==> src/hw/rtl/tsp_pkg.sv <==
// ----------------------------------------------------------------------------
// tsp_pkg
// Shared types, constants and helpers for the transport stream packet parser.
// ----------------------------------------------------------------------------
package tsp_pkg;

  localparam int unsigned PACKET_BYTES = 188;
  localparam int unsigned POS_W        = 8;

  localparam logic [7:0] SYNC_BYTE  = 8'h47;
  localparam logic [7:0] STUFF_BYTE = 8'hFF;
  localparam logic [8:0] PCR_SCALE  = 9'd300;

  localparam logic [POS_W-1:0] LAST_POS  = POS_W'(PACKET_BYTES - 1);
  localparam logic [7:0]       ALEN_MAX  = 8'(PACKET_BYTES - 5);
  localparam logic [8:0]       BODY_LEN  = 9'(PACKET_BYTES - 4);

  localparam logic [2:0] ERR_OK        = 3'd0;
  localparam logic [2:0] ERR_SYNC_LOST = 3'd1;
  localparam logic [2:0] ERR_TRANSPORT = 3'd2;
  localparam logic [2:0] ERR_ADAPT_LEN = 3'd3;
  localparam logic [2:0] ERR_PRIV_LEN  = 3'd4;
  localparam logic [2:0] ERR_EXT_LEN   = 3'd5;
  localparam logic [2:0] ERR_STUFFING  = 3'd6;

  typedef enum logic [1:0] {
    MODE_HUNT   = 2'd0,
    MODE_CAND   = 2'd1,
    MODE_LOCKED = 2'd2
  } sync_mode_t;

  typedef enum logic [3:0] {
    PH_HEADER    = 4'd0,
    PH_ALEN      = 4'd1,
    PH_FLAGS     = 4'd2,
    PH_PCR       = 4'd3,
    PH_OPCR      = 4'd4,
    PH_SPLICE    = 4'd5,
    PH_PRIV_LEN  = 4'd6,
    PH_PRIV_SKIP = 4'd7,
    PH_EXT_LEN   = 4'd8,
    PH_EXT_SKIP  = 4'd9,
    PH_STUFF     = 4'd10,
    PH_PAYLOAD   = 4'd11,
    PH_SKIP      = 4'd12
  } phase_t;

  typedef struct packed {
    phase_t     phase;
    logic [7:0] sub;
    logic       overrun;
  } next_item_t;

  // Pick the next adaptation item after 'after'; left is the signed count of
  // adaptation bytes still to come after the byte just taken.
  function automatic next_item_t next_item(phase_t after, logic [7:0] fl,
                                           logic signed [9:0] left);
    next_item_t r;
    r.phase   = PH_SKIP;
    r.sub     = 8'd0;
    r.overrun = 1'b0;
    if (after < PH_PCR && fl[4]) begin
      r.phase = PH_PCR;
    end else if (after < PH_OPCR && fl[3]) begin
      r.phase = PH_OPCR;
    end else if (after < PH_SPLICE && fl[2]) begin
      r.phase = PH_SPLICE;
    end else if (after < PH_PRIV_LEN && fl[1]) begin
      r.phase = PH_PRIV_LEN;
    end else if (after < PH_EXT_LEN && fl[0]) begin
      r.phase = PH_EXT_LEN;
    end else if (left < 10'sd0) begin
      r.overrun = 1'b1;
    end else if (left == 10'sd0) begin
      r.phase = PH_PAYLOAD;
    end else begin
      r.sub   = left[7:0];
      r.phase = PH_STUFF;
    end
    return r;
  endfunction

endpackage

==> src/hw/rtl/ts_packet_header_parser.sv <==
// ----------------------------------------------------------------------------
// ts_packet_header_parser
// Parses a transport stream taken one byte per transaction and returns one
// transaction of header, adaptation and clock reference fields per packet.
// ----------------------------------------------------------------------------
// The parser takes one byte of a transport stream in every cycle and keeps up
// with the stream at full rate: each byte is handled by one pass through the
// parse logic into the state registers, and the result of a packet is loaded
// into an output register at its last byte, or, for the first packet after a
// hunt, at the sync byte of the following packet that confirms lock. A lost
// sync byte while locked gives a result with the sync lost code at once. The
// clock reference product base*300+ext is computed in a register of its own
// from the collected bytes well before the end of the packet. A result is
// presented on the output in the cycle after the byte that produces it is
// taken. Input stalls only while a result still waits on the output and the
// byte on offer may produce one: the last byte of a packet, the byte after it
// while locked, or the byte after a candidate packet. A packet result can be
// followed at once by a sync lost result, so an output side that holds off
// the first of the two stalls the input for as long as it holds off.
module ts_packet_header_parser (
  input  logic        clk,
  input  logic        rst_n,
  input  logic        in_valid,
  output logic        in_ready,
  input  logic [7:0]  in_stream_byte,
  output logic        out_valid,
  input  logic        out_ready,
  output logic [2:0]  out_error_code,
  output logic [12:0] out_packet_id,
  output logic        out_start_indicator,
  output logic        out_transport_priority,
  output logic [1:0]  out_scramble_control,
  output logic [1:0]  out_adaptation_control,
  output logic [3:0]  out_continuity,
  output logic        out_discontinuity,
  output logic        out_access_point,
  output logic        out_clock_valid,
  output logic [41:0] out_clock_ref,
  output logic [7:0]  out_payload_length
);
  import tsp_pkg::*;

  sync_mode_t       mode_r, mode_nxt;
  logic [POS_W-1:0] pos_r, pos_nxt;
  phase_t           phase_r, phase_nxt;
  logic [7:0]       alen_r, alen_nxt;
  logic [7:0]       sub_r, sub_nxt;
  logic [47:0]      cs_r, cs_nxt;
  logic [12:0]      pid_r, pid_nxt;
  logic             us_r, us_nxt;
  logic             pri_r, pri_nxt;
  logic [1:0]       sc_r, sc_nxt;
  logic [1:0]       ac_r, ac_nxt;
  logic [3:0]       cc_r, cc_nxt;
  logic [7:0]       af_r, af_nxt;
  logic             held_r, held_nxt;
  logic [2:0]       err_r, err_nxt;
  logic [41:0]      pcr_prod_r;

  logic             out_valid_r;
  logic [2:0]       out_err_r;
  logic [12:0]      out_pid_r;
  logic             out_us_r, out_pri_r;
  logic [1:0]       out_sc_r, out_ac_r;
  logic [3:0]       out_cc_r;
  logic             out_disc_r, out_ra_r, out_cv_r;
  logic [41:0]      out_ref_r;
  logic [7:0]       out_plen_r;

  logic             in_acc, may_emit;
  logic             emit, emit_lost, do_begin;

  // Values after the current byte is taken, before a new packet is begun.
  phase_t            t_phase;
  logic [7:0]        t_alen, t_sub, t_af;
  logic [47:0]       t_cs;
  logic [12:0]       t_pid;
  logic              t_us, t_pri;
  logic [1:0]        t_sc, t_ac;
  logic [3:0]        t_cc;
  logic [2:0]        t_err;
  logic              take;
  logic signed [9:0] left;
  logic [7:0]        sub_inc, sub_dec;
  next_item_t        ni;

  logic              ok, pcr_on;
  logic [8:0]        plen_full;

  assign may_emit = held_r || (pos_r == '0 && mode_r == MODE_LOCKED) || pos_r >= LAST_POS;
  assign in_ready = !out_valid_r || out_ready || !may_emit;
  assign in_acc   = in_valid && in_ready;

  always_comb begin
    take    = (held_r == 1'b0) && (mode_r == MODE_CAND || mode_r == MODE_LOCKED)
              && (pos_r != '0);
    left    = 10'(alen_r) - 10'(pos_r) + 10'sd4;
    sub_inc = sub_r + 8'd1;
    sub_dec = (sub_r != 8'd0) ? sub_r - 8'd1 : sub_r;
    ni      = next_item(phase_r, af_r, left);

    t_phase = phase_r;
    t_alen  = alen_r;
    t_sub   = sub_r;
    t_af    = af_r;
    t_cs    = cs_r;
    t_pid   = pid_r;
    t_us    = us_r;
    t_pri   = pri_r;
    t_sc    = sc_r;
    t_ac    = ac_r;
    t_cc    = cc_r;
    t_err   = err_r;

    if (take) begin
      unique case (phase_r)
        PH_HEADER: begin
          if (pos_r == POS_W'(1)) begin
            if (in_stream_byte[7]) begin
              t_err = ERR_TRANSPORT;
            end
            t_pid[12:8] = in_stream_byte[4:0];
            t_us        = in_stream_byte[6];
            t_pri       = in_stream_byte[5];
          end else if (pos_r == POS_W'(2)) begin
            t_pid[7:0] = in_stream_byte;
          end else begin
            t_sc = in_stream_byte[7:6];
            t_ac = in_stream_byte[5:4];
            t_cc = in_stream_byte[3:0];
            if (err_r != ERR_OK) begin
              t_phase = PH_SKIP;
            end else if (in_stream_byte[5]) begin
              t_phase = PH_ALEN;
            end else begin
              t_phase = PH_PAYLOAD;
            end
          end
        end
        PH_ALEN: begin
          t_alen = in_stream_byte;
          if (in_stream_byte > ALEN_MAX) begin
            t_err   = ERR_ADAPT_LEN;
            t_phase = PH_SKIP;
          end else if (in_stream_byte == 8'd0) begin
            t_phase = PH_PAYLOAD;
          end else begin
            t_phase = PH_FLAGS;
          end
        end
        PH_FLAGS: begin
          t_af = in_stream_byte;
          ni   = next_item(PH_FLAGS, in_stream_byte, left);
          t_sub   = ni.sub;
          t_phase = ni.phase;
          if (ni.overrun) begin
            t_err = ERR_ADAPT_LEN;
          end
        end
        PH_PCR, PH_OPCR: begin
          if (phase_r == PH_PCR) begin
            t_cs = {cs_r[39:0], in_stream_byte};
          end
          t_sub = sub_inc;
          if (sub_inc >= 8'd6) begin
            t_sub   = ni.sub;
            t_phase = ni.phase;
            if (ni.overrun) begin
              t_err = ERR_ADAPT_LEN;
            end
          end
        end
        PH_SPLICE: begin
          t_sub   = ni.sub;
          t_phase = ni.phase;
          if (ni.overrun) begin
            t_err = ERR_ADAPT_LEN;
          end
        end
        PH_PRIV_LEN, PH_EXT_LEN: begin
          ni = next_item((phase_r == PH_PRIV_LEN) ? PH_PRIV_SKIP : PH_EXT_SKIP, af_r, left);
          if ($signed({2'b00, in_stream_byte}) > left) begin
            t_err   = (phase_r == PH_PRIV_LEN) ? ERR_PRIV_LEN : ERR_EXT_LEN;
            t_phase = PH_SKIP;
          end else if (in_stream_byte == 8'd0) begin
            t_sub   = ni.sub;
            t_phase = ni.phase;
            if (ni.overrun) begin
              t_err = ERR_ADAPT_LEN;
            end
          end else begin
            t_sub   = in_stream_byte;
            t_phase = (phase_r == PH_PRIV_LEN) ? PH_PRIV_SKIP : PH_EXT_SKIP;
          end
        end
        PH_PRIV_SKIP, PH_EXT_SKIP: begin
          t_sub = sub_dec;
          if (sub_dec == 8'd0) begin
            t_sub   = ni.sub;
            t_phase = ni.phase;
            if (ni.overrun) begin
              t_err = ERR_ADAPT_LEN;
            end
          end
        end
        PH_STUFF: begin
          if (in_stream_byte != STUFF_BYTE) begin
            t_err   = ERR_STUFFING;
            t_phase = PH_SKIP;
          end else begin
            t_sub = sub_dec;
            if (sub_dec == 8'd0) begin
              t_phase = PH_PAYLOAD;
            end
          end
        end
        default: begin
        end
      endcase
    end
  end

  always_comb begin
    mode_nxt  = mode_r;
    pos_nxt   = pos_r;
    held_nxt  = held_r;
    emit      = 1'b0;
    emit_lost = 1'b0;
    do_begin  = 1'b0;
    if (held_r) begin
      held_nxt = 1'b0;
      if (in_stream_byte == SYNC_BYTE) begin
        emit     = 1'b1;
        mode_nxt = MODE_LOCKED;
        do_begin = 1'b1;
      end else begin
        mode_nxt = MODE_HUNT;
        pos_nxt  = '0;
      end
    end else if (mode_r != MODE_CAND && mode_r != MODE_LOCKED) begin
      mode_nxt = MODE_HUNT;
      pos_nxt  = '0;
      if (in_stream_byte == SYNC_BYTE) begin
        mode_nxt = MODE_CAND;
        do_begin = 1'b1;
      end
    end else if (pos_r == '0) begin
      if (in_stream_byte != SYNC_BYTE) begin
        emit_lost = (mode_r == MODE_LOCKED);
        mode_nxt  = MODE_HUNT;
      end else begin
        do_begin = 1'b1;
      end
    end else if (pos_r >= LAST_POS) begin
      pos_nxt = '0;
      if (mode_r == MODE_LOCKED) begin
        emit = 1'b1;
      end else begin
        held_nxt = 1'b1;
      end
    end else begin
      pos_nxt = pos_r + POS_W'(1);
    end

    phase_nxt = t_phase;
    alen_nxt  = t_alen;
    sub_nxt   = t_sub;
    cs_nxt    = t_cs;
    pid_nxt   = t_pid;
    us_nxt    = t_us;
    pri_nxt   = t_pri;
    sc_nxt    = t_sc;
    ac_nxt    = t_ac;
    cc_nxt    = t_cc;
    af_nxt    = t_af;
    err_nxt   = t_err;
    if (do_begin) begin
      phase_nxt = PH_HEADER;
      alen_nxt  = 8'd0;
      sub_nxt   = 8'd0;
      cs_nxt    = '0;
      pid_nxt   = '0;
      us_nxt    = 1'b0;
      pri_nxt   = 1'b0;
      sc_nxt    = '0;
      ac_nxt    = '0;
      cc_nxt    = '0;
      af_nxt    = '0;
      err_nxt   = ERR_OK;
      pos_nxt   = POS_W'(1);
    end
  end

  assign ok        = (t_err == ERR_OK);
  assign pcr_on    = ok && t_af[4];
  assign plen_full = BODY_LEN - (t_ac[1] ? 9'd1 + 9'(t_alen) : 9'd0);

  always_ff @(posedge clk) begin
    if (!rst_n) begin
      mode_r  <= MODE_HUNT;
      pos_r   <= '0;
      phase_r <= PH_HEADER;
      alen_r  <= '0;
      sub_r   <= '0;
      cs_r    <= '0;
      pid_r   <= '0;
      us_r    <= 1'b0;
      pri_r   <= 1'b0;
      sc_r    <= '0;
      ac_r    <= '0;
      cc_r    <= '0;
      af_r    <= '0;
      held_r  <= 1'b0;
      err_r   <= ERR_OK;
    end else if (in_acc) begin
      mode_r  <= mode_nxt;
      pos_r   <= pos_nxt;
      phase_r <= phase_nxt;
      alen_r  <= alen_nxt;
      sub_r   <= sub_nxt;
      cs_r    <= cs_nxt;
      pid_r   <= pid_nxt;
      us_r    <= us_nxt;
      pri_r   <= pri_nxt;
      sc_r    <= sc_nxt;
      ac_r    <= ac_nxt;
      cc_r    <= cc_nxt;
      af_r    <= af_nxt;
      held_r  <= held_nxt;
      err_r   <= err_nxt;
    end
  end

  always_ff @(posedge clk) begin
    pcr_prod_r <= 42'(cs_r[47:15]) * 42'(PCR_SCALE) + 42'(cs_r[8:0]);
  end

  always_ff @(posedge clk) begin
    if (!rst_n) begin
      out_valid_r <= 1'b0;
    end else if (in_acc && (emit || emit_lost)) begin
      out_valid_r <= 1'b1;
    end else if (out_ready) begin
      out_valid_r <= 1'b0;
    end
  end

  always_ff @(posedge clk) begin
    if (in_acc && emit_lost) begin
      out_err_r  <= ERR_SYNC_LOST;
      out_pid_r  <= '0;
      out_us_r   <= 1'b0;
      out_pri_r  <= 1'b0;
      out_sc_r   <= '0;
      out_ac_r   <= '0;
      out_cc_r   <= '0;
      out_disc_r <= 1'b0;
      out_ra_r   <= 1'b0;
      out_cv_r   <= 1'b0;
      out_ref_r  <= '0;
      out_plen_r <= '0;
    end else if (in_acc && emit) begin
      out_err_r  <= t_err;
      out_pid_r  <= t_pid;
      out_us_r   <= t_us;
      out_pri_r  <= t_pri;
      out_sc_r   <= t_sc;
      out_ac_r   <= t_ac;
      out_cc_r   <= t_cc;
      out_disc_r <= ok && t_af[7];
      out_ra_r   <= ok && t_af[6];
      out_cv_r   <= pcr_on;
      out_ref_r  <= pcr_on ? pcr_prod_r : '0;
      out_plen_r <= (ok && t_ac[0]) ? plen_full[7:0] : 8'd0;
    end
  end

  assign out_valid              = out_valid_r;
  assign out_error_code         = out_err_r;
  assign out_packet_id          = out_pid_r;
  assign out_start_indicator    = out_us_r;
  assign out_transport_priority = out_pri_r;
  assign out_scramble_control   = out_sc_r;
  assign out_adaptation_control = out_ac_r;
  assign out_continuity         = out_cc_r;
  assign out_discontinuity      = out_disc_r;
  assign out_access_point       = out_ra_r;
  assign out_clock_valid        = out_cv_r;
  assign out_clock_ref          = out_ref_r;
  assign out_payload_length     = out_plen_r;

  a_held_only_cand: assert property (@(posedge clk) disable iff (!rst_n)
    held_r |-> mode_r == MODE_CAND)
    else $error("held result outside candidate mode");

  a_pos_range: assert property (@(posedge clk) disable iff (!rst_n)
    pos_r <= LAST_POS)
    else $error("byte position beyond packet");

  a_held_clears: assert property (@(posedge clk) disable iff (!rst_n)
    held_r && in_acc |=> !held_r)
    else $error("held result not released");

  a_no_overwrite: assert property (@(posedge clk) disable iff (!rst_n)
    out_valid_r && !out_ready && in_acc |-> !(emit || emit_lost))
    else $error("pending result overwritten");

  a_lost_clean: assert property (@(posedge clk) disable iff (!rst_n)
    out_valid_r && out_err_r == ERR_SYNC_LOST |-> out_pid_r == '0 && !out_cv_r)
    else $error("sync lost result carries fields");

endmodule
==> config.mk <==
export PLATFORM = sky130hd
export DESIGN_NAME = ts_packet_header_parser
export DESIGN_NICKNAME = d
export VERILOG_FILES = /design/src/hw/rtl/tsp_pkg.sv /design/src/hw/rtl/ts_packet_header_parser.sv
export SDC_FILE = /design/constraint.sdc
export NUM_CORES = 1
export LEC_CHECK = 0
export ABC_AREA = 0
export BUFFER_PORTS_ARGS = -buffer_cell sky130_fd_sc_hd__buf_4
export CELL_PAD_IN_SITES_DETAIL_PLACEMENT = 0
export CELL_PAD_IN_SITES_GLOBAL_PLACEMENT = 2
export CORE_ASPECT_RATIO = 0.7
export CORE_MARGIN = 3
export CORE_UTILIZATION = 35
export CTS_BUF_LIST = sky130_fd_sc_hd__clkbuf_8
export DETAILED_ROUTE_END_ITERATION = 8
export PLACE_DENSITY_LB_ADDON = 0.1
export SETUP_SLACK_MARGIN = 0.05
export SLEW_MARGIN = 25
export SYNTH_ARGS = -nofsm -noshare
export SYNTH_HDL_FRONTEND = slang
export SYNTH_SLANG_ARGS = --single-unit
==> constraint.sdc <==
create_clock -name clk -period 9.7 [get_ports clk]
set_clock_uncertainty 0.1 [all_clocks]
set_input_delay 0.485 -clock clk [delete_from_list [all_inputs] [get_ports clk]]
set_output_delay 0.485 -clock clk [all_outputs]
set_load 0.005 [all_outputs]
==> results of run 1 <==
[cell families after synthesis]
family | Yosys count | synth area share, %
and+or+nand+nor | 721 | 19.6
AOI/OAI and AO/OA | 551 | 23.0
xor gates and xnor gates | 95 | 4.79
muxes | 32 | 1.82
buffers and inverters | 323 | 7.41
adders and majority gates | 204 | 16.9
DFF | 234 | 26.5
[path summary, 6_finish.rpt]
kind | startpoint | to | slack (ns)
setup / recovery | cs_r[19]$_SDFFE_PN0P_ | pcr_prod_r[41]$_DFF_P_ | 3.26
setup reg to reg | cs_r[19]$_SDFFE_PN0P_ | pcr_prod_r[41]$_DFF_P_ | 3.26
hold / removal | out_ready | out_valid$_SDFFE_PN0P_ | 0.16
hold reg to reg | cs_r[1]$_SDFFE_PN0P_ | pcr_prod_r[1]$_DFF_P_ | 0.27
[routing by layer]
| layer | wire length [um] | GRT usage, % | vias to the layer above |
|---|---|---|---|
| met1 | 30500 | 33.7 | 7478 |
| met4 | 946 | 4.54 | 0 |
| met3 | 3330 | 3.85 | 67 |
| li1 | - | - | 7640 |
| met2 | 21200 | 28.3 | 372 |
| met5 | 0 | 0 | - |
[synth_stat cells, drive strengths merged (4+ instances only)]
cell type	n
nand2	301
o21ai	104
a21boi	61
and3	20
a32oi	5
a2111oi	4
or2	5
nor4	23
and2	14
nand4	20
nor2b	50
buf	23
nor2	109
o21bai	6
nand2b	11
xor2	34
nand3b	6
a31oi	13
fa	59
mux2i	31
nor3b	5
or3	14
a21o	37
a211oi	14
a311oi	9
o211ai	17
ha	145
xnor2	60
o31a	7
o31ai	63
o22ai	7
nand3	86
or4	5
clkbuf	85
o21a	21
o41ai	5
a21oi	104
a22oi	33
nor3	37
a221oi	6
dfxtp	234
o311ai	4
inv	215
[worst reg2reg max path: stages, from the launching register on]
cell and delay (ns):
dfxtp_1 0.52, ha_1 0.29, ha_1 0.27, inv_1 0.05, fa_1 0.49, fa_1 0.52
inv_1 0.04, ha_1 0.37, nand2_1 0.07, a21oi_1 0.25, o211ai_1 0.20, o21ai_0 0.60
xnor2_1 0.31, nor4_1 0.87, nand4_1 0.46, nor3_2 0.56, nand4_1 0.18, xor2_1 0.17
[layout make-up]
class / count / share of cell area (%)
timing repair buffer: 107 / 4.19
inverter: 215 / 4.08
tap: 665 / 4.21
sequential: 234 / 23.7
multi-input combinational: 1603 / 59.3
clock buffer: 48 / 3.34
clock inverter: 26 / 1.20
[sequential cells by signal, summed over array words and instances (netlist names), 13 cells and up]
register	count
cs_r	48
out_packet_id	13
out_clock_ref	42
pid_r	13
pcr_prod_r	42
[stage by stage]
stage	cells	instance area, um^2	hold slack [ns]
floorplan	2160	17700	0.250
global placement	2822	18800	0.269
detailed placement	2824	18900	0.269
CTS	2898	19800	0.104
global route	2898	19800	0.118
finish	2898	19800	0.161
[layout by cell type, fill, tap and decap left out, types with 6 or more instances in the layout]
cell,Yosys,final
nor2b_1,50,50
a22oi_1,33,33
a311oi_1,8,8
a21o_1,37,37
o21ai_1,9,10
xnor2_1,60,60
o31ai_2,51,51
fa_1,59,59
a21oi_1,102,101
a211oi_1,12,12
nand2b_1,11,11
and3_1,20,20
a21boi_0,60,60
buf_4,0,105
or3_1,13,13
nand2_1,301,300
xor2_1,34,34
o22ai_1,7,7
nand4_1,20,20
o211ai_1,15,15
ha_1,145,145
clkbuf_8,0,48
mux2i_1,31,31
nor3_1,35,35
and2_1,14,14
o21a_1,21,21
o31ai_1,12,12
a31oi_1,12,12
inv_1,214,231
nand3_1,86,86
o31a_1,7,7
o21ai_0,94,93
o21bai_1,6,6
nor4_1,21,20
nor2_1,107,107
dfxtp_1,234,233
[power groups by stage]
stage	logic (mW)	clock network (mW)	registers (mW)
4_1_cts	0.137	1.07	0.971
2_1_floorplan	0.0902	0	0.990
3_3_place_gp	0.134	0	0.992
3_5_place_dp	0.136	0	0.992
5_1_grt	0.151	1.11	0.971
6_report	0.138	1.02	0.971
==> metrics.md, run 1 <==
| Metric | Value |
|---|---|
| Seq. cell area | `0.00469 mm^2` |
| Via density per instance | `5.37` |
| Synth-to-Final Area Change | `11.8%` |
| Setup crit end kind | `register` |
| Largest cells by area after synthesis | `dfxtp_1, ha_1, fa_1` |
| Max Cap Viol | `0` |
| Num rows | `68` |
| Clock share of power | `47.9%` |
| Synth cell types | `98` |
| Arr. time, crit path | `6.84 ns` |
| Top_reg_cell synth | `dfxtp_1` |
| Yosys top cell by area | `dfxtp_1` |
| Fin. max-slew vios | `0` |
| Type of origin of the critical path | `register` |
| Seq/Total Area, Yosys | `26.5%` |
| Synthesis-stage register bit count | `234` |
| Net count after synthesis | `2376` |
| Global route overflow | `0` |
| Post-synth top area share | `26.5%` |
| DR DRC count | `0` |
| Initial antenna violation count | `1` |
| Most used cell, CP | `ha_1` |
| Comb pwr share | `6.5%` |
| Final Power | `2.13 mW` |
| Post-CTS Setup Bufs | `0` |
| Vias in the first global route | `15400` |
| 1st-iter DRT viols | `1190` |
| Register share of total power | `45.6%` |
| Final Util | `39.9%` |
| Total CTS buffers | `43` |
| Syn Inst Count | `2160` |
| H-Tree Depth | `2` |
| P_int | `1.57 mW` |
| Mapped cell area | `0.0177 mm^2` |
| Finish-stage setup viols | `0` |
| Max incr delay on CP | `0.87 ns` |
| R2R cell count | `17` |
| Clk_lat worst skew | `0.63 ns` |
| Min-Delay Path Depth | `3` |
| Critical Path Fanout Max | `6` |
| First drt pass iteration count | `5` |
| First-pass GRT wire length | `89300 um` |
| RSZ-0062 raised after global routing | `false` |
| Root buffer cell | `clkbuf_8` |
| Clock slew seen by the registers of the worst setup and hold paths | `0.06 ns` |
| Mapped Avg Cell Area | `8.19 um^2` |
| CTS tree | `done` |
| Fmax | `155 MHz` |
| WP data required | `10.10 ns` |
| Layout Nets | `2420` |
| WS Path Type | `reg2reg` |
| Pin count of the biggest net entering global routing | `73` |
| Hold Buf Count CTS | `0` |
| Routed wire length | `55900 um` |
| Setup WS post-layout | `3.26 ns` |
| Die width | `275 um` |
| Multi-input logic area | `0.0117 mm^2` |
| Hold violation count in the final report | `0` |
| Sink Count | `234` |
| Routed WL per cell | `19.3 um` |
| CORE AREA | `0.0496 mm^2` |
| Die area | `0.0533 mm^2` |
| GRT Util Overall | `21.0%` |
| Rel. slew slack | `28.5%` |
| Psw | `555 uW` |
| Leakage | `8.37 nW` |
| Number of synthesis warnings | `0` |
| Starting Density | `35.7%` |
| Layout cells sized above 1 | `11.5%` |
| Worst vdd ir | `86.5 uV` |
| P per Cell Area | `108 mW/mm^2` |
| Port Buf Inserts | `92` |
| Worst slack at placement | `3.39 ns` |
| HP Class | `in2reg` |
| Number of synthesized flops with an enable pin | `0` |
| DRT antenna net count | `0` |
| Sw Ratio | `26.1%` |
| Worst-Margin Slew | `1.06 ns` |
| Die Height | `194 um` |
| Cell family with most CP delay | `simple AND/OR/NAND/NOR gates` |
| Total number of vias | `15600` |
| Fraction of registers with async set/reset | `0%` |
| Outcome | `complete, no violations` |
| Final period utilization | `66.4%` |
| Final min period | `6.44 ns` |
| Instance count on the critical path | `17` |
| Post-DP HPWL | `41000 um` |
| WP buf/inv | `2` |
| Gpl congestion | `0.873` |
| IO Count | `93` |
| Post-CTS Resized | `0` |
| Fill cells | `5191` |
| Final TNS setup | `0 ns` |
| Slowest-stage cell, CP | `nor4_1` |
| CP Cell Sequence | `ha_1, ha_1, inv_1, fa_1, fa_1, inv_1, ha_1, nand2_1, a21oi_1, o211ai_1, o21ai_0, xnor2_1, nor4_1, nand4_1, nor3_2, nand4_1, xor2_1` |
| N_diodes | `0` |
| Clock buffer depth | `3` |
Note: power is estimated with default switching activity, not from simulation.
==> run 2: changes to the inputs <==
==> constraint.sdc (replaced) <==
create_clock -name clk -period 6.7 [get_ports clk]
set_clock_uncertainty 0.1 [all_clocks]
set_input_delay 0.335 -clock clk [delete_from_list [all_inputs] [get_ports clk]]
set_output_delay 0.335 -clock clk [all_outputs]
set_load 0.005 [all_outputs]
==> run 2 against run 1 <==
Count of clock-buffer cells in the layout up 6. Hold slack worse by 0.098 ns. Global-route usage about the same. Non-clock buffer count up 8. Final cell count up 0.45%. Critical path type unchanged. Combinational power up 46%. Via count down 0.82%. Total power up 48%. Register-to-register slack worse by 2.6 ns. Wire length up 0.51%. Sequential power up 44%. Sequential cell count unchanged.
==> metrics.md, run 2 (same netlist as run 1, synthesis figures left out) <==
| Metric | Value |
|---|---|
| GRT Util Overall | `21.0% (about the same)` |
| Max reg flops | `48 (unchanged)` |
| Initial antenna violation count | `1 (unchanged)` |
| Final Power | `3.14 mW (+48%)` |
| CORE AREA | `0.0496 mm^2 (unchanged)` |
| Post-DP HPWL | `41300 um (+0.74%)` |
| Total number of vias | `15400 (-0.82%)` |
| Most flops, register | `cs_r` |
| Fill cells | `5169 (-0.42%)` |
| Port Buf Inserts | `92 (unchanged)` |
| Routed wire length | `56200 um (+0.51%)` |
| 1st-iter DRT viols | `1215 (+2.1%)` |
| Num rows | `68 (unchanged)` |
| Critical Path Fanout Max | `8 (+2)` |
| Pin count of the biggest net entering global routing | `96 (+32%)` |
| WP data required | `7.11 ns (-2.99 ns)` |
| N_diodes | `0 (unchanged)` |
| R2R cell count | `17 (unchanged)` |
| DRT antenna net count | `0 (unchanged)` |
| Synth-to-Final Area Change | `12.5%` |
| Starting Density | `35.7% (unchanged)` |
| Worst r2r src | `cs_r[23]$_SDFFE_PN0P_` |
| Clock share of power | `48.9% (+1.0 points)` |
| First-pass GRT wire length | `89000 um (-0.33%)` |
| P per Cell Area | `158 mW/mm^2 (+47%)` |
| CTS tree | `done` |
| RSZ-0062 raised after global routing | `false` |
| Gpl congestion | `0.860 (-1.5%)` |
| Via density per instance | `5.30 (-1.3%)` |
| Die width | `275 um (unchanged)` |
| IO Count | `93 (unchanged)` |
| Setup crit end kind | `register` |
| Hold violation count in the final report | `0 (unchanged)` |
| R2r endpoint | `pcr_prod_r[41]$_DFF_P_` |
| Sw Ratio | `26.4% (+0.28 points)` |
| Most frequent cells in the layout | `nand2_1, dfxtp_1, inv_1` |
| Outcome | `complete, no violations` |
| Max Cap Viol | `0 (unchanged)` |
| Fin. max-slew vios | `0 (unchanged)` |
| Vias in the first global route | `15000 (-2.4%)` |
| Hold Crit Start | `in_stream_byte[3]` |
| Clock buffer depth | `3 (unchanged)` |
| Fmax | `165 MHz (+6.3%)` |
| Worst vdd ir | `140 uV (+62%)` |
| Final min period | `6.06 ns (-0.383 ns)` |
| HP Class | `in2reg` |
| Sink Count | `234 (unchanged)` |
| Layout Nets | `2428 (+0.33%)` |
| Psw | `828 uW (+49%)` |
| Leakage | `8.42 nW (+0.55%)` |
| Final period utilization | `90.4% (+24 points)` |
| Final TNS setup | `0 ns (unchanged)` |
| Min-Delay Path Depth | `3 (unchanged)` |
| First drt pass iteration count | `5 (unchanged)` |
| Global route overflow | `0 (unchanged)` |
| Layout cells sized above 1 | `12.0% (+0.56 points)` |
| DR DRC count | `0 (unchanged)` |
| Type of origin of the critical path | `register` |
| Total CTS buffers | `43 (unchanged)` |
| Routed WL per cell | `19.3 um (about the same)` |
| Die area | `0.0533 mm^2 (unchanged)` |
| Comb pwr share | `6.4% (about the same)` |
| Arr. time, crit path | `6.47 ns (-0.37 ns)` |
| Root buffer cell | `clkbuf_8` |
| Clock slew seen by the registers of the worst setup and hold paths | `0.07 ns (about the same)` |
| Reg2reg setup slack | `0.64 ns (-2.62 ns)` |
| Worst-Margin Slew | `1.04 ns (-0.0178 ns)` |
| Commonest non-fill, non-tap cell in the layout | `nand2_1` |
| H-Tree Depth | `2 (unchanged)` |
| Hold EP | `cs_r[3]$_SDFFE_PN0P_` |
| Die Height | `194 um (unchanged)` |
| Clk_lat worst skew | `0.62 ns (about the same)` |
| Register share of total power | `44.7% (-0.9 points)` |
| P_int | `2.31 mW (+47%)` |
| Finish-stage setup viols | `0 (unchanged)` |
| WHS | `0.0631 ns (-0.0978 ns)` |
| Rel. slew slack | `30.0% (+1.5 points)` |
| WS Path Type | `reg2reg` |
run 2: how the worst max path moves through the flow:
stage	startpoint	to	slack, ns	cells after the start
after floorplan	cs_r[22]$_SDFFE_PN0P_	pcr_prod_r[38]$_DFF_P_	1.54	19
after global placement	cs_r[23]$_SDFFE_PN0P_	pcr_prod_r[41]$_DFF_P_	0.59	18
after detailed placement	cs_r[24]$_SDFFE_PN0P_	pcr_prod_r[41]$_DFF_P_	0.61	17
after CTS	cs_r[24]$_SDFFE_PN0P_	pcr_prod_r[41]$_DFF_P_	0.57	17
after global routing	cs_r[23]$_SDFFE_PN0P_	pcr_prod_r[41]$_DFF_P_	0.05	18
final	cs_r[23]$_SDFFE_PN0P_	pcr_prod_r[41]$_DFF_P_	0.64	17
run 2: routing by layer:
layer / GRT usage (%) / wire [um]
met5: 0 / 0
met4: 4.28 / 850
met3: 3.91 / 3180
met2: 28.3 / 21300
met1: 33.8 / 30800
run 2: power by group through the flow:
stage	combinational (mW)	clock, mW	sequential [mW]
final	0.201	1.54	1.40
after detailed placement	0.197	0	1.44
after CTS	0.200	1.60	1.40
after global placement	0.196	0	1.43
after floorplan	0.131	0	1.43
after global routing	0.220	1.66	1.40
run 2: layout make-up:
type | instances | area [um^2] | share of cell area [%]
clock inverter | 25 | 206 | 1.04
clock buffer | 54 | 743 | 3.74
sequential | 234 | 4680 | 23.5
tap | 665 | 832 | 4.18
timing repair buffer | 115 | 903 | 4.54
multi-input combinational | 1603 | 11700 | 58.9
inverter | 215 | 807 | 4.06
run 2: repair_timing:
| action | in CTS | in global routing |
|---|---|---|
| setup buffers | 0 | 0 |
| endpoints found under the hold margin | 15 | 0 |
| endpoints found under the setup margin | 0 | 5 |
| gates resized for setup | 0 | 2 |
| hold buffers | 3 | 0 |
run 2: worst max-delay path, cell delays in order, from the launching register on:
cell     delay (ns)
dfxtp_1        0.53
ha_1           0.30
ha_1           0.31
fa_1           0.55
inv_1          0.06
fa_1           0.50
inv_1          0.04
ha_1           0.46
nand2_1        0.11
o21ai_0        0.61
o31ai_2        0.22
o21ai_0        0.24
xnor2_1        0.20
nor4b_1        0.45
nand4_1        0.37
nor3_2         0.54
nand4_1        0.18
xor2_1         0.16
run 2: through the flow:
stage	util [%]	cell area, um^2	setup slack (ns)	std cells
CTS	40.0	19900	0.570	2910
global route	40.1	19900	0.0529	2911
floorplan	-	17700	1.54	2160
detailed placement	38.1	18900	0.609	2828
global placement	38.1	18900	0.589	2828
finish	40.1	19900	0.640	2911
==> run 3: changes to the inputs <==
--- a/config.mk
+++ b/config.mk
@@ -14,6 +14,7 @@
 export CORE_UTILIZATION = 35
 export CTS_BUF_LIST = sky130_fd_sc_hd__clkbuf_8
 export DETAILED_ROUTE_END_ITERATION = 8
+export MAX_ROUTING_LAYER = met4
 export PLACE_DENSITY_LB_ADDON = 0.1
 export SETUP_SLACK_MARGIN = 0.05
 export SLEW_MARGIN = 25
==> run 3 against run 2 <==
Wire length about the same. First-iteration DRC count is 0.82% higher. Design area is 0.38% lower. Final cell count is 0.21% lower. Utilization is 0.15 points lower. Non-clock buffer count did not move. Total power fell by 2.6%. Register-to-register slack lost 0.14 ns. Clock power fell by 6%. Die area unchanged.
==> metrics.md, run 3 (same netlist as run 1, synthesis figures left out) <==
| Metric | Value |
|---|---|
| Outcome | `complete, no violations` |
| Hold Crit Start | `rst_n` |
| Max reg flops | `48 (unchanged)` |
| M1 GR Usage | `33.7% (-0.11 points)` |
| Final period utilization | `92.5% (+2.0 points)` |
| GRT Util Overall | `21.6% (+0.67 points)` |
| N_diodes | `0 (unchanged)` |
| Port Buf Inserts | `92 (unchanged)` |
| Min-Delay Path Depth | `2 (-1)` |
| Leakage | `8.41 nW (about the same)` |
| DR DRC count | `0 (unchanged)` |
| Layout cells sized above 1 | `11.7% (-0.37 points)` |
| Setup crit end kind | `register` |
| HP Class | `in2reg` |
| Worst vdd ir | `138 uV (-1.5%)` |
| Initial antenna violation count | `1 (unchanged)` |
| P per Cell Area | `154 mW/mm^2 (-2.2%)` |
| Die Height | `194 um (unchanged)` |
| Root buffer cell | `clkbuf_8` |
| H-Tree Depth | `2 (unchanged)` |
| Starting Density | `35.7% (unchanged)` |
| Routed WL per cell | `19.3 um (+0.18%)` |
| Routed wire length | `56200 um (about the same)` |
| Fmax | `161 MHz (-2.2%)` |
| Die area | `0.0533 mm^2 (unchanged)` |
| Post-CTS Setup Bufs | `0 (unchanged)` |
| First-pass GRT wire length | `89200 um (+0.23%)` |
| Clock buffer depth | `3 (unchanged)` |
| Worst-Margin Slew | `0.978 ns (-0.0636 ns)` |
| Gpl congestion | `0.880 (+2.3%)` |
| Post-DP HPWL | `41400 um (+0.19%)` |
| Finish-stage setup viols | `0 (unchanged)` |
| Synth-to-Final Area Change | `12.0%` |
| Num rows | `68 (unchanged)` |
| 1st-iter DRT viols | `1225 (+0.82%)` |
| Total CTS buffers | `42 (-2.3%)` |
| Commonest non-fill, non-tap cell in the layout | `nand2_1` |
| Final min period | `6.19 ns (+0.135 ns)` |
| Rel. slew slack | `34.3% (+4.3 points)` |
| R2R cell count | `17 (unchanged)` |
| Critical Path Fanout Max | `7 (-1)` |
| Hold EP | `cs_r[13]$_SDFFE_PN0P_` |
| Worst r2r src | `cs_r[23]$_SDFFE_PN0P_` |
| Hold violation count in the final report | `0 (unchanged)` |
| Pin count of the biggest net entering global routing | `81 (-16%)` |
| Clk_lat worst skew | `0.63 ns (about the same)` |
| Max Cap Viol | `0 (unchanged)` |
| Most frequent cells in the layout | `nand2_1, dfxtp_1, inv_1` |
| Global route overflow | `0 (unchanged)` |
| Sink Count | `234 (unchanged)` |
| Met3 GRT Util | `3.67% (-0.24 points)` |
| IO Count | `93 (unchanged)` |
| RSZ-0062 raised after global routing | `false` |
| Most crowded layer after global routing | `met1` |
| First drt pass iteration count | `5 (unchanged)` |
| Final TNS setup | `0 ns (unchanged)` |
| Via density per instance | `5.35 (+1.0%)` |
| Total number of vias | `15600 (+0.82%)` |
| Fin. max-slew vios | `0 (unchanged)` |
| CORE AREA | `0.0496 mm^2 (unchanged)` |
| Layout Nets | `2427 (-0.041%)` |
| Die width | `275 um (unchanged)` |
| R2r endpoint | `pcr_prod_r[41]$_DFF_P_` |
| Reg2reg setup slack | `0.51 ns (-0.14 ns)` |
| Cell Count, Final, Fillers Out | `2905 (-0.21%)` |
| Vias in the first global route | `15100 (+0.69%)` |
| Arr. time, crit path | `6.58 ns (+0.11 ns)` |
| WS Path Type | `reg2reg` |
| WP data required | `7.09 ns (-0.02 ns)` |
| Cells after DPL | `2830 (+0.071%)` |
| DRT antenna net count | `0 (unchanged)` |
| Most flops, register | `cs_r` |
| Clock slew seen by the registers of the worst setup and hold paths | `0.06 ns (about the same)` |
| Type of origin of the critical path | `register` |
| CTS tree | `done` |
| Global Route met2 Usage | `29.0% (+0.72 points)` |
==> run 3: changes by cell type in the layout (fill, tap and decap cells not counted), moves of 2 or more <==
cell and delta:
buf_4 +2, clkbuf_8 -4, inv_1 +4, clkinv_2 -5
==> run 3: final cells by class <==
type / instances / area, um^2
fillers: 5182 / 29800
multi-input cells: 1603 / 11700
flip-flops and latches: 234 / 4680
repair buffers: 115 / 881
well taps: 665 / 832
inverters: 215 / 807
clock buffers: 50 / 688
clock inverters: 23 / 199
==> run 3: worst max-delay path: stages, from the launching register on <==
cell      delay (ns)
dfxtp_1         0.53
ha_1            0.30
ha_1            0.29
fa_1            0.54
inv_1           0.05
fa_1            0.50
inv_1           0.04
ha_1            0.39
and2_1          0.24
o211ai_1        0.22
o21ai_0         0.75
xnor2_1         0.33
nor4_1          0.39
buf_4           0.20
nand4_1         0.33
nor3_2          0.51
nand4_1         0.18
xor2_1          0.17
==> run 3: power breakdown <==
| part | total (mW) | internal (mW) | switching [mW] |
|---|---|---|---|
| Sequential | 1.40 | 1.40 | 0.00598 |
| Clock | 1.45 | 0.799 | 0.655 |
| Combinational | 0.203 | 0.0662 | 0.137 |
| Total | 3.06 | 2.26 | 0.798 |
==> run 3: layer usage <==
metal / up-vias / wire length [um]
met5: - / 0
met4: 0 / 712
met3: 53 / 3330
met2: 395 / 21800
met1: 7477 / 30400
li1: 7630 / -
==> run 3: how the worst max path moves through the flow <==
| stage | startpoint | to | slack, ns | depth (start not counted) |
|---|---|---|---|---|
| floorplan | cs_r[22]$_SDFFE_PN0P_ | pcr_prod_r[38]$_DFF_P_ | 1.54 | 19 |
| global placement | cs_r[23]$_SDFFE_PN0P_ | pcr_prod_r[41]$_DFF_P_ | 0.62 | 18 |
| detailed placement | cs_r[26]$_SDFFE_PN0P_ | pcr_prod_r[41]$_DFF_P_ | 0.54 | 17 |
| CTS | cs_r[26]$_SDFFE_PN0P_ | pcr_prod_r[41]$_DFF_P_ | 0.53 | 17 |
| global route | cs_r[23]$_SDFFE_PN0P_ | pcr_prod_r[41]$_DFF_P_ | 0.08 | 17 |
| finish | cs_r[23]$_SDFFE_PN0P_ | pcr_prod_r[41]$_DFF_P_ | 0.51 | 17 |
==> run 3: per-stage QoR <==
| stage | instance area, um^2 | total power [mW] | setup slack (ns) | utilization, % | hold WS [ns] |
|---|---|---|---|---|---|
| after floorplan | 17700 | 1.56 | 1.54 | - | 0.250 |
| after global placement | 18900 | 1.63 | 0.623 | 38.1 | 0.275 |
| after detailed placement | 18900 | 1.63 | 0.544 | 38.1 | 0.262 |
| after CTS | 19800 | 3.12 | 0.526 | 39.9 | 0.000749 |
| after global routing | 19800 | 3.20 | 0.0794 | 40.0 | 0.0336 |
| final | 19800 | 3.06 | 0.505 | 40.0 | 0.0464 |
==> run 3: what timing repair did <==
item                                   CTS  global route
endpoints found under the hold margin    2             0
resized for setup                        0             1
hold buffers                             2             0
setup endpoints to repair                0             1
